File: config.mk
export PLATFORM = sky130hd
export DESIGN_NAME = gcdpc_query_flat
export DESIGN_NICKNAME = d
export VERILOG_FILES = /design/src/sv/gcdpc_pkg.sv /design/src/sv/gcdpc_if.sv /design/src/sv/gcdpc_div.sv /design/src/sv/gcdpc_query.sv /design/src/flat_wrapper.sv
export SDC_FILE = /design/constraint.sdc
export NUM_CORES = 2
export LEC_CHECK = 0
export ABC_AREA = 1
export BUFFER_PORTS_ARGS = -buffer_cell sky130_fd_sc_hd__buf_2
export CAP_MARGIN = 20
export CORE_ASPECT_RATIO = 1.4
export CORE_UTILIZATION = 45
export DETAILED_ROUTE_END_ITERATION = 8
export GPL_ROUTABILITY_DRIVEN = 0
export PLACE_DENSITY_LB_ADDON = 0.3
export SLEW_MARGIN = 0
export SYNTH_ARGS = -nofsm -noshare
export SYNTH_HDL_FRONTEND = slang
export SYNTH_SLANG_ARGS = --single-unit
File: constraint.sdc
create_clock -name clk_i -period 20.4 [get_ports clk_i]
set_input_delay 2.04 -clock clk_i [delete_from_list [all_inputs] [get_ports clk_i]]
set_output_delay 2.04 -clock clk_i [all_outputs]
set_load 0.02 [all_outputs]
File: src/sv/gcdpc_pkg.sv
// shared types and constants of the gcd pair counter
// no dependencies
`default_nettype none

package gcdpc_pkg;

  // payload widths of the channels
  localparam int unsigned FieldW = 16;
  localparam int unsigned CountW = 32;
  localparam int unsigned AccW   = 64;

  // moebius table entry: {composite, large factor, mu}
  localparam int unsigned MuW        = 4;
  localparam int unsigned MuBitComp  = 3;
  localparam int unsigned MuBitLarge = 2;

  typedef logic [1:0] mu_t;

  localparam mu_t MU_ZERO = 2'b00;
  localparam mu_t MU_POS  = 2'b01;

  // two's complement negate of a mu value
  function automatic mu_t mu_neg(input mu_t v);
    return mu_t'(~v + 2'd1);
  endfunction

endpackage

`default_nettype wire

File: src/sv/gcdpc_if.sv
// request and response channel interfaces of the gcd pair counter
// depends on gcdpc_pkg
`default_nettype none

interface gcdpc_req_if;
  import gcdpc_pkg::*;
  logic              valid;
  logic              ready;
  logic [FieldW-1:0] x_low;
  logic [FieldW-1:0] x_high;
  logic [FieldW-1:0] y_low;
  logic [FieldW-1:0] y_high;
  logic [FieldW-1:0] gcd_target;

  modport source (output valid, x_low, x_high, y_low, y_high, gcd_target, input ready);
  modport sink (input valid, x_low, x_high, y_low, y_high, gcd_target, output ready);
endinterface

interface gcdpc_rsp_if;
  import gcdpc_pkg::*;
  logic              valid;
  logic              ready;
  logic [CountW-1:0] pair_count;
  logic              range_error;

  modport source (output valid, pair_count, range_error, input ready);
  modport sink (input valid, pair_count, range_error, output ready);
endinterface

`default_nettype wire

File: src/sv/gcdpc_div.sv
// shared restoring divider, one quotient bit per cycle
// no dependencies
`default_nettype none

module gcdpc_div #(
  parameter int unsigned Width = 16
) (
  input  wire logic             clk_i,
  input  wire logic             rst_ni,
  input  wire logic             start_i,
  input  wire logic [Width-1:0] dividend_i,
  input  wire logic [Width-1:0] divisor_i,
  output logic                  done_o,
  output logic      [Width-1:0] quot_o
);

  localparam int unsigned CntW = $clog2(Width + 1);

  logic             busy_q, busy_d;
  logic             done_q, done_d;
  logic [CntW-1:0]  cnt_q, cnt_d;
  logic [Width-1:0] rem_q, rem_d;
  logic [Width-1:0] quot_q, quot_d;
  logic [Width-1:0] dsr_q, dsr_d;
  logic [Width:0]   trial;

  // one restoring step per cycle
  always_comb begin
    busy_d = busy_q;
    done_d = 1'b0;
    cnt_d  = cnt_q;
    rem_d  = rem_q;
    quot_d = quot_q;
    dsr_d  = dsr_q;
    trial  = {rem_q, quot_q[Width-1]};
    if (start_i) begin
      busy_d = 1'b1;
      cnt_d  = CntW'(Width);
      rem_d  = '0;
      quot_d = dividend_i;
      dsr_d  = divisor_i;
    end else if (busy_q) begin
      if (trial >= {1'b0, dsr_q}) begin
        rem_d  = Width'(trial - {1'b0, dsr_q});
        quot_d = {quot_q[Width-2:0], 1'b1};
      end else begin
        rem_d  = trial[Width-1:0];
        quot_d = {quot_q[Width-2:0], 1'b0};
      end
      cnt_d = cnt_q - 1'b1;
      if (cnt_q == CntW'(1)) begin
        busy_d = 1'b0;
        done_d = 1'b1;
      end
    end
  end

  // control state
  always_ff @(posedge clk_i or negedge rst_ni) begin
    if (!rst_ni) begin
      busy_q <= 1'b0;
      done_q <= 1'b0;
      cnt_q  <= '0;
    end else begin
      busy_q <= busy_d;
      done_q <= done_d;
      cnt_q  <= cnt_d;
    end
  end

  // datapath
  always_ff @(posedge clk_i) begin
    rem_q  <= rem_d;
    quot_q <= quot_d;
    dsr_q  <= dsr_d;
  end

  assign done_o = done_q;
  assign quot_o = quot_q;

endmodule

`default_nettype wire

File: src/sv/gcdpc_query.sv
// query sequencer: four corners, quotient blocks, one shared divider
// depends on gcdpc_pkg, gcdpc_if and gcdpc_div
`default_nettype none

module gcdpc_query #(
  parameter int unsigned MAX_VALUE = 65535,
  localparam int unsigned VW = $clog2(MAX_VALUE + 1),
  localparam int unsigned MW = VW + 1
) (
  input  wire logic                clk_i,
  input  wire logic                rst_ni,
  input  wire logic                table_ok_i,
  gcdpc_req_if.sink                req_i,
  gcdpc_rsp_if.source              rsp_o,
  output logic [VW-1:0]            mrt_addr_o,
  input  wire logic signed [MW-1:0] mrt_rdata_i
);
  import gcdpc_pkg::*;

  localparam int unsigned DW = (VW > FieldW) ? VW : FieldW;
  localparam int unsigned PW = MW + 1 + 2 * VW + 1;

  typedef enum logic [10:0] {
    S_IDLE     = 11'b00000000001,
    S_CORNER   = 11'b00000000010,
    S_DIV_GO   = 11'b00000000100,
    S_DIV_WAIT = 11'b00000001000,
    S_BLOCK    = 11'b00000010000,
    S_RD_R     = 11'b00000100000,
    S_RD_L     = 11'b00001000000,
    S_MUL1     = 11'b00010000000,
    S_MUL2     = 11'b00100000000,
    S_ACC      = 11'b01000000000,
    S_DONE     = 11'b10000000000
  } query_state_e;

  typedef enum logic [2:0] {
    OP_A  = 3'd0,
    OP_B  = 3'd1,
    OP_QA = 3'd2,
    OP_QB = 3'd3,
    OP_RA = 3'd4,
    OP_RB = 3'd5
  } div_op_e;

  query_state_e          state_q, state_d;
  div_op_e               op_q, op_d;
  logic [1:0]            corner_q, corner_d;
  logic                  err_q, err_d;
  logic                  neg_q, neg_d;
  logic [VW-1:0]         xl_q, xl_d, xh_q, xh_d, yl_q, yl_d, yh_q, yh_d;
  logic [FieldW-1:0]     g_q, g_d;
  logic [VW-1:0]         cx_q, cx_d, cy_q, cy_d;
  logic [VW-1:0]         a_q, a_d, b_q, b_d;
  logic [VW:0]           l_q, l_d;
  logic [VW-1:0]         qa_q, qa_d, qb_q, qb_d, ra_q, ra_d, r_q, r_d;
  logic signed [MW-1:0]  mr_q, mr_d;
  logic signed [MW:0]    diff_q, diff_d;
  logic [2*VW-1:0]       p1_q, p1_d;
  logic signed [PW-1:0]  p2_q, p2_d;
  logic signed [AccW-1:0] total_q, total_d;
  logic                  out_valid_q, out_valid_d;
  logic [CountW-1:0]     out_cnt_q, out_cnt_d;
  logic                  out_err_q, out_err_d;

  logic                  div_start;
  logic [DW-1:0]         div_dividend;
  logic [DW-1:0]         div_divisor;
  logic                  div_done;
  logic [DW-1:0]         div_quot;
  logic [VW-1:0]         quot_v;
  logic [VW-1:0]         n_v;
  logic [VW-1:0]         xl_c, xh_c, yl_c, yh_c;
  logic                  req_err;
  logic signed [2*VW:0]  p1_s;

  // bound above the table is clamped to the table end
  function automatic logic [VW-1:0] clamp(input logic [FieldW-1:0] v);
    logic [31:0] e;
    e = 32'(v);
    if (e > 32'(MAX_VALUE)) begin
      e = 32'(MAX_VALUE);
    end
    return VW'(e);
  endfunction

  gcdpc_div #(
    .Width(DW)
  ) u_div (
    .clk_i     (clk_i),
    .rst_ni    (rst_ni),
    .start_i   (div_start),
    .dividend_i(div_dividend),
    .divisor_i (div_divisor),
    .done_o    (div_done),
    .quot_o    (div_quot)
  );

  // request decode: clamp, lift zero low bounds, check ranges
  always_comb begin
    xl_c = clamp(req_i.x_low);
    xh_c = clamp(req_i.x_high);
    yl_c = clamp(req_i.y_low);
    yh_c = clamp(req_i.y_high);
    if (xl_c == '0) begin
      xl_c = VW'(1);
    end
    if (yl_c == '0) begin
      yl_c = VW'(1);
    end
    req_err = (req_i.gcd_target == '0) || (xl_c > xh_c) || (yl_c > yh_c);
  end

  // divider operand select
  always_comb begin
    unique case (op_q)
      OP_A: begin
        div_dividend = DW'(cx_q);
        div_divisor  = DW'(g_q);
      end
      OP_B: begin
        div_dividend = DW'(cy_q);
        div_divisor  = DW'(g_q);
      end
      OP_QA: begin
        div_dividend = DW'(a_q);
        div_divisor  = DW'(l_q[VW-1:0]);
      end
      OP_QB: begin
        div_dividend = DW'(b_q);
        div_divisor  = DW'(l_q[VW-1:0]);
      end
      OP_RA: begin
        div_dividend = DW'(a_q);
        div_divisor  = DW'(qa_q);
      end
      OP_RB: begin
        div_dividend = DW'(b_q);
        div_divisor  = DW'(qb_q);
      end
      default: begin
        div_dividend = '0;
        div_divisor  = DW'(1);
      end
    endcase
  end

  assign quot_v = div_quot[VW-1:0];
  assign n_v    = (a_q < b_q) ? a_q : b_q;
  assign p1_s   = signed'({1'b0, p1_q});

  // sequencer
  always_comb begin
    state_d     = state_q;
    op_d        = op_q;
    corner_d    = corner_q;
    err_d       = err_q;
    neg_d       = neg_q;
    xl_d        = xl_q;
    xh_d        = xh_q;
    yl_d        = yl_q;
    yh_d        = yh_q;
    g_d         = g_q;
    cx_d        = cx_q;
    cy_d        = cy_q;
    a_d         = a_q;
    b_d         = b_q;
    l_d         = l_q;
    qa_d        = qa_q;
    qb_d        = qb_q;
    ra_d        = ra_q;
    r_d         = r_q;
    mr_d        = mr_q;
    diff_d      = diff_q;
    p1_d        = p1_q;
    p2_d        = p2_q;
    total_d     = total_q;
    out_cnt_d   = out_cnt_q;
    out_err_d   = out_err_q;
    out_valid_d = out_valid_q && !rsp_o.ready;
    div_start   = 1'b0;
    mrt_addr_o  = r_q;
    unique case (state_q)
      S_IDLE: begin
        if (req_i.valid && table_ok_i) begin
          xl_d     = xl_c;
          xh_d     = xh_c;
          yl_d     = yl_c;
          yh_d     = yh_c;
          g_d      = req_i.gcd_target;
          err_d    = req_err;
          corner_d = '0;
          total_d  = '0;
          state_d  = req_err ? S_DONE : S_CORNER;
        end
      end
      S_CORNER: begin
        // inclusion-exclusion over the four corners
        unique case (corner_q)
          2'd0: begin
            cx_d  = xh_q;
            cy_d  = yh_q;
            neg_d = 1'b0;
          end
          2'd1: begin
            cx_d  = xl_q - 1'b1;
            cy_d  = yh_q;
            neg_d = 1'b1;
          end
          2'd2: begin
            cx_d  = xh_q;
            cy_d  = yl_q - 1'b1;
            neg_d = 1'b1;
          end
          default: begin
            cx_d  = xl_q - 1'b1;
            cy_d  = yl_q - 1'b1;
            neg_d = 1'b0;
          end
        endcase
        op_d    = OP_A;
        state_d = S_DIV_GO;
      end
      S_DIV_GO: begin
        div_start = 1'b1;
        state_d   = S_DIV_WAIT;
      end
      S_DIV_WAIT: begin
        if (div_done) begin
          state_d = S_DIV_GO;
          unique case (op_q)
            OP_A: begin
              a_d  = quot_v;
              op_d = OP_B;
            end
            OP_B: begin
              b_d     = quot_v;
              l_d     = (VW + 1)'(1);
              state_d = S_BLOCK;
            end
            OP_QA: begin
              qa_d = quot_v;
              op_d = OP_QB;
            end
            OP_QB: begin
              qb_d = quot_v;
              op_d = OP_RA;
            end
            OP_RA: begin
              ra_d = quot_v;
              op_d = OP_RB;
            end
            OP_RB: begin
              r_d     = (ra_q < quot_v) ? ra_q : quot_v;
              state_d = S_RD_R;
            end
            default: begin
              state_d = S_IDLE;
            end
          endcase
        end
      end
      S_BLOCK: begin
        if (l_q > {1'b0, n_v}) begin
          if (corner_q == 2'd3) begin
            state_d = S_DONE;
          end else begin
            corner_d = corner_q + 1'b1;
            state_d  = S_CORNER;
          end
        end else begin
          op_d    = OP_QA;
          state_d = S_DIV_GO;
        end
      end
      S_RD_R: begin
        mrt_addr_o = r_q;
        state_d    = S_RD_L;
      end
      S_RD_L: begin
        mrt_addr_o = VW'(l_q - 1'b1);
        mr_d       = mrt_rdata_i;
        state_d    = S_MUL1;
      end
      S_MUL1: begin
        diff_d  = (MW + 1)'(mr_q) - (MW + 1)'(mrt_rdata_i);
        p1_d    = (2 * VW)'(qa_q * qb_q);
        state_d = S_MUL2;
      end
      S_MUL2: begin
        p2_d    = PW'(diff_q) * PW'(p1_s);
        state_d = S_ACC;
      end
      S_ACC: begin
        if (neg_q) begin
          total_d = total_q - AccW'(p2_q);
        end else begin
          total_d = total_q + AccW'(p2_q);
        end
        l_d     = {1'b0, r_q} + 1'b1;
        state_d = S_BLOCK;
      end
      S_DONE: begin
        // hand the result to the output register once it is free
        if (!out_valid_q || rsp_o.ready) begin
          out_valid_d = 1'b1;
          out_err_d   = err_q;
          if (err_q || (total_q < 0)) begin
            out_cnt_d = '0;
          end else begin
            out_cnt_d = total_q[CountW-1:0];
          end
          state_d = S_IDLE;
        end
      end
      default: begin
        state_d = S_IDLE;
      end
    endcase
  end

  // control state
  always_ff @(posedge clk_i or negedge rst_ni) begin
    if (!rst_ni) begin
      state_q     <= S_IDLE;
      op_q        <= OP_A;
      corner_q    <= '0;
      out_valid_q <= 1'b0;
    end else begin
      state_q     <= state_d;
      op_q        <= op_d;
      corner_q    <= corner_d;
      out_valid_q <= out_valid_d;
    end
  end

  // datapath
  always_ff @(posedge clk_i) begin
    err_q     <= err_d;
    neg_q     <= neg_d;
    xl_q      <= xl_d;
    xh_q      <= xh_d;
    yl_q      <= yl_d;
    yh_q      <= yh_d;
    g_q       <= g_d;
    cx_q      <= cx_d;
    cy_q      <= cy_d;
    a_q       <= a_d;
    b_q       <= b_d;
    l_q       <= l_d;
    qa_q      <= qa_d;
    qb_q      <= qb_d;
    ra_q      <= ra_d;
    r_q       <= r_d;
    mr_q      <= mr_d;
    diff_q    <= diff_d;
    p1_q      <= p1_d;
    p2_q      <= p2_d;
    total_q   <= total_d;
    out_cnt_q <= out_cnt_d;
    out_err_q <= out_err_d;
  end

  assign req_i.ready       = table_ok_i && (state_q == S_IDLE);
  assign rsp_o.valid       = out_valid_q;
  assign rsp_o.pair_count  = out_cnt_q;
  assign rsp_o.range_error = out_err_q;

endmodule

`default_nettype wire

File: src/flat_wrapper.sv
// flat-port wrapper written by rule: the top's interface ports become plain ports
module gcdpc_query_flat import gcdpc_pkg::*;
#(
  parameter int unsigned MAX_VALUE = 65535,
  localparam int unsigned VW = $clog2(MAX_VALUE + 1),
  localparam int unsigned MW = VW + 1
)
  (clk_i, rst_ni, table_ok_i, mrt_addr_o, mrt_rdata_i, req_i_valid, req_i_x_low, req_i_x_high, req_i_y_low, req_i_y_high, req_i_gcd_target, req_i_ready, rsp_o_valid, rsp_o_pair_count, rsp_o_range_error, rsp_o_ready);
  gcdpc_req_if req_i_i ();
  gcdpc_rsp_if rsp_o_i ();
  input  wire logic clk_i;
  input  wire logic rst_ni;
  input  wire logic table_ok_i;
  output logic [VW-1:0] mrt_addr_o;
  input  wire logic signed [MW-1:0] mrt_rdata_i;
  input wire logic [$bits(req_i_i.valid)-1:0] req_i_valid;
  input wire logic [$bits(req_i_i.x_low)-1:0] req_i_x_low;
  input wire logic [$bits(req_i_i.x_high)-1:0] req_i_x_high;
  input wire logic [$bits(req_i_i.y_low)-1:0] req_i_y_low;
  input wire logic [$bits(req_i_i.y_high)-1:0] req_i_y_high;
  input wire logic [$bits(req_i_i.gcd_target)-1:0] req_i_gcd_target;
  output wire logic [$bits(req_i_i.ready)-1:0] req_i_ready;
  output wire logic [$bits(rsp_o_i.valid)-1:0] rsp_o_valid;
  output wire logic [$bits(rsp_o_i.pair_count)-1:0] rsp_o_pair_count;
  output wire logic [$bits(rsp_o_i.range_error)-1:0] rsp_o_range_error;
  input wire logic [$bits(rsp_o_i.ready)-1:0] rsp_o_ready;
  assign req_i_i.valid = req_i_valid;
  assign req_i_i.x_low = req_i_x_low;
  assign req_i_i.x_high = req_i_x_high;
  assign req_i_i.y_low = req_i_y_low;
  assign req_i_i.y_high = req_i_y_high;
  assign req_i_i.gcd_target = req_i_gcd_target;
  assign req_i_ready = req_i_i.ready;
  assign rsp_o_valid = rsp_o_i.valid;
  assign rsp_o_pair_count = rsp_o_i.pair_count;
  assign rsp_o_range_error = rsp_o_i.range_error;
  assign rsp_o_i.ready = rsp_o_ready;
  gcdpc_query #(.MAX_VALUE(MAX_VALUE)) u_core (.clk_i(clk_i), .rst_ni(rst_ni), .table_ok_i(table_ok_i), .req_i(req_i_i), .rsp_o(rsp_o_i), .mrt_addr_o(mrt_addr_o), .mrt_rdata_i(mrt_rdata_i));
endmodule
==> metrics <==
crit path launch type flop; final clock skew 80.0 ps; DRC violations left 0; initial antenna violation count 4; synthesized flop and latch total 514; Layout Area Growth over Synthesis 7.01%; Max Root-Sink Buffers 3; run status finished clean; Commonest cells post-synth nand2_1, inv_1, fa_1, nor2_1, edfxtp_1; first-pass GRT wire length 267000 um; Max stage delay on crit path 990 ps; Worst Reg-to-Reg Cells 21; top post-synthesis cells by area edfxtp_1, fa_1, nand2_1, inv_1, ha_1; Nets 8862; drt total wl 171000 um; CTS clk-pin slew, worst paths 60 ps; die area 135000 um2; fmax 0.155 GHz; crit path kind flop to flop; Synth Instances 7654; critical path's slowest cell edfxtp_1; share of layout cells above drive strength 1 4.80%; fillers 12780; Min-Delay Path Class flop to flop; Synth cell types 62; vias in the first global route 50600; Syn Std Cell Area 60000 um2; peak supply drop 0.0765 mV; post-synth top area cell edfxtp_1; hold_buf cts 0; CP startpoint u_core.p1_q[27]; Worst Path Required 20830 ps; RSZ-0062 raised after global routing false; post-route ant nets 0; vias per inst 5.22; Tot Pwr 3.72 mW; final hold viol count 0; Initial Utilization 45.3%; YS warnings 0; number of top-level pins 153; RR Endpoint u_core.p2_q[44]; Worst Hold Path Cells 2; Compound-Gate Fraction of Synth Area 5.95%; CTS tree yes; Hold Worst Slack 472 ps; relative slew slack 29.8%; worst-path cell chain nand2_1 > fa_1 > inv_1 > fa_1 > inv_1 > fa_1 > inv_1 > fa_1 > fa_1 > inv_1 > fa_1 > inv_1 > ha_1 > a21oi_1 > o21ai_0 > a21oi_1 > nor2_1 > nor3_1 > nand3_1 > nand2_1 > nand2_1; syn nets 8883; Die Y 434 um; Root Driver clkbuf_16; setup TNS 0 ps; first drt pass iteration count 7; H-tree depth 2; Tcrit/Tclk final 31.6%; Crit path top cell by count fa_1; worst-path fanout max 18; area of the core 132000 um2; Final min period 6450 ps; syn_area_per_cell 7.83 um2; main combinational cell family by area after synthesis adder cells; Adder-Cell Fraction of Synth Area 32.0%; XOR/XNOR Fraction of Synth Area 2.32%; CTS Buf Count 56; WL/cell 18.1 um; GR Util All Layers 25.3%; Iteration-0 DRC Markers 3808; # setup viols final 0; sequential share of the synthesized area 25.3%; DP Wirelength 136000 um; Post-Synth Simple-Gate Area 21.2%; P_leak 33.3 nW; Worst-Margin Slew 1050 ps; reg-to-reg startpoint u_core.p1_q[27]; Rows 158; Post-synth ARST share 4.67%; PortBufs 152; ys flop type edfxtp_1; Power Density 58.0 nW/um2; EDFF count, synth 474; crit path to u_core.p2_q[44]; DR vias 49285; largest net degree at the start of global routing 82; Hold Startpoint u_core.u_div.rem_q[13]; CP Capture Type flop; post-synth top area share 23.7%; R2R setup slack 13950 ps; Final Slew Violations 0; most common cell in the netlist nand2_1; CTS resizes 0; post-synthesis mux area share 0%; clk sinks 514; Clock Latency Late Sink 690 ps; Max-Cap Viols 0; crit path DAT 6890 ps; grt ovf 0; die extent in x 311 um; Post-CTS Setup Bufs 0
[cell usage in the layout, fill, tap and decap left out, types with 12 or more instances in the layout]
cell type,netlist,final
inv_2,10,12
o21ai_1,15,16
dfxtp_1,16,16
xor2_1,109,109
ha_1,450,450
nand4_1,68,68
nor4_1,24,23
o21bai_1,29,29
edfxtp_1,474,474
fa_1,677,677
nor3_1,71,68
o22ai_1,16,16
nand3_1,266,266
nand2_1,2040,2040
a31oi_1,23,23
nor2_2,16,17
inv_1,1830,1827
nor2_1,525,522
a21o_1,13,13
xnor2_1,50,50
buf_2,17,152
buf_4,3,35
clkbuf_16,0,56
dfrtp_1,23,23
nand2_2,14,14
nand3b_1,24,24
a21oi_1,281,281
o21ai_0,225,224
[routing by layer]
metal,part of all wire [%],vias up,track usage [%]
met5,0.0076,-,0
met4,7.1,2,16.4
met3,5.7,581,2.83
met2,51,1839,46.4
met1,36,23649,27.7
li1,-,23214,-
[registers in the layout (all words and copies together) (netlist names), 17 cells and up]
register,count
u_core.mr_q,17
u_core.rsp_o.pair_count,32
u_core.diff_q,18
u_core.p1_q,32
u_core.total_q,64
u_core.p2_q,51
u_core.l_q,17
[area by class of cell]
class                           count  area [um2]  share of cell area [%]
Sequential cell                   514       15200                    23.6
Tap cell                         1760        2200                    3.43
Inverter                         1841        6910                    10.8
Timing Repair Buffer              189        1060                    1.66
Clock buffer                       67        1460                    2.28
Antenna cell                        2        5.00                 0.00780
Clock inverter                     38         505                   0.788
Multi-Input combinational cell   5031       36900                    57.4
[worst min path at each step]
stage,to
floorplan,u_core.rsp_o.range_error
global placement,u_core.u_div.rem_q[3]
detailed placement,u_core.u_div.rem_q[8]
CTS,u_core.u_div.rem_q[10]
global route,u_core.u_div.rem_q[13]
finish,u_core.u_div.rem_q[13]
[kinds of logic after synthesis]
logic type | after synthesis
AOI/OAI and AO/OA | 649
xor gates and xnor gates | 159
adders and majority gates | 1127
buffers and inverters | 2109
DFF | 514
and+or+nand+nor | 3096
[report_power, final]
| part | internal, mW | switching, mW | total, mW |
|---|---|---|---|
| logic | 0.352 | 0.854 | 1.21 |
| registers | 1.34 | 0.0909 | 1.43 |
| clock network | 0.622 | 0.469 | 1.09 |
[worst max-delay path, delay by kind of cell (launching register included)]
family / cells / cell delay, ps
DFF: 1 / 990
buffers and inverters: 5 / 270
AOI/OAI and AO/OA: 3 / 820
adders and majority gates: 7 / 3400
and+or+nand+nor: 6 / 740
[stage by stage]
stage | cell area, um2 | instances | util [%] | setup slack, ps
2_1_floorplan | 60000 | 7654 | - | 12210
3_3_place_gp | 62200 | 9333 | 47.0 | 14060
3_5_place_dp | 62200 | 9334 | 47.0 | 13980
4_1_cts | 64100 | 9439 | 48.5 | 14060
5_1_grt | 64200 | 9440 | 48.5 | 13680
6_report | 64200 | 9442 | 48.5 | 13950
Note: power is estimated with default switching activity, not from simulation.
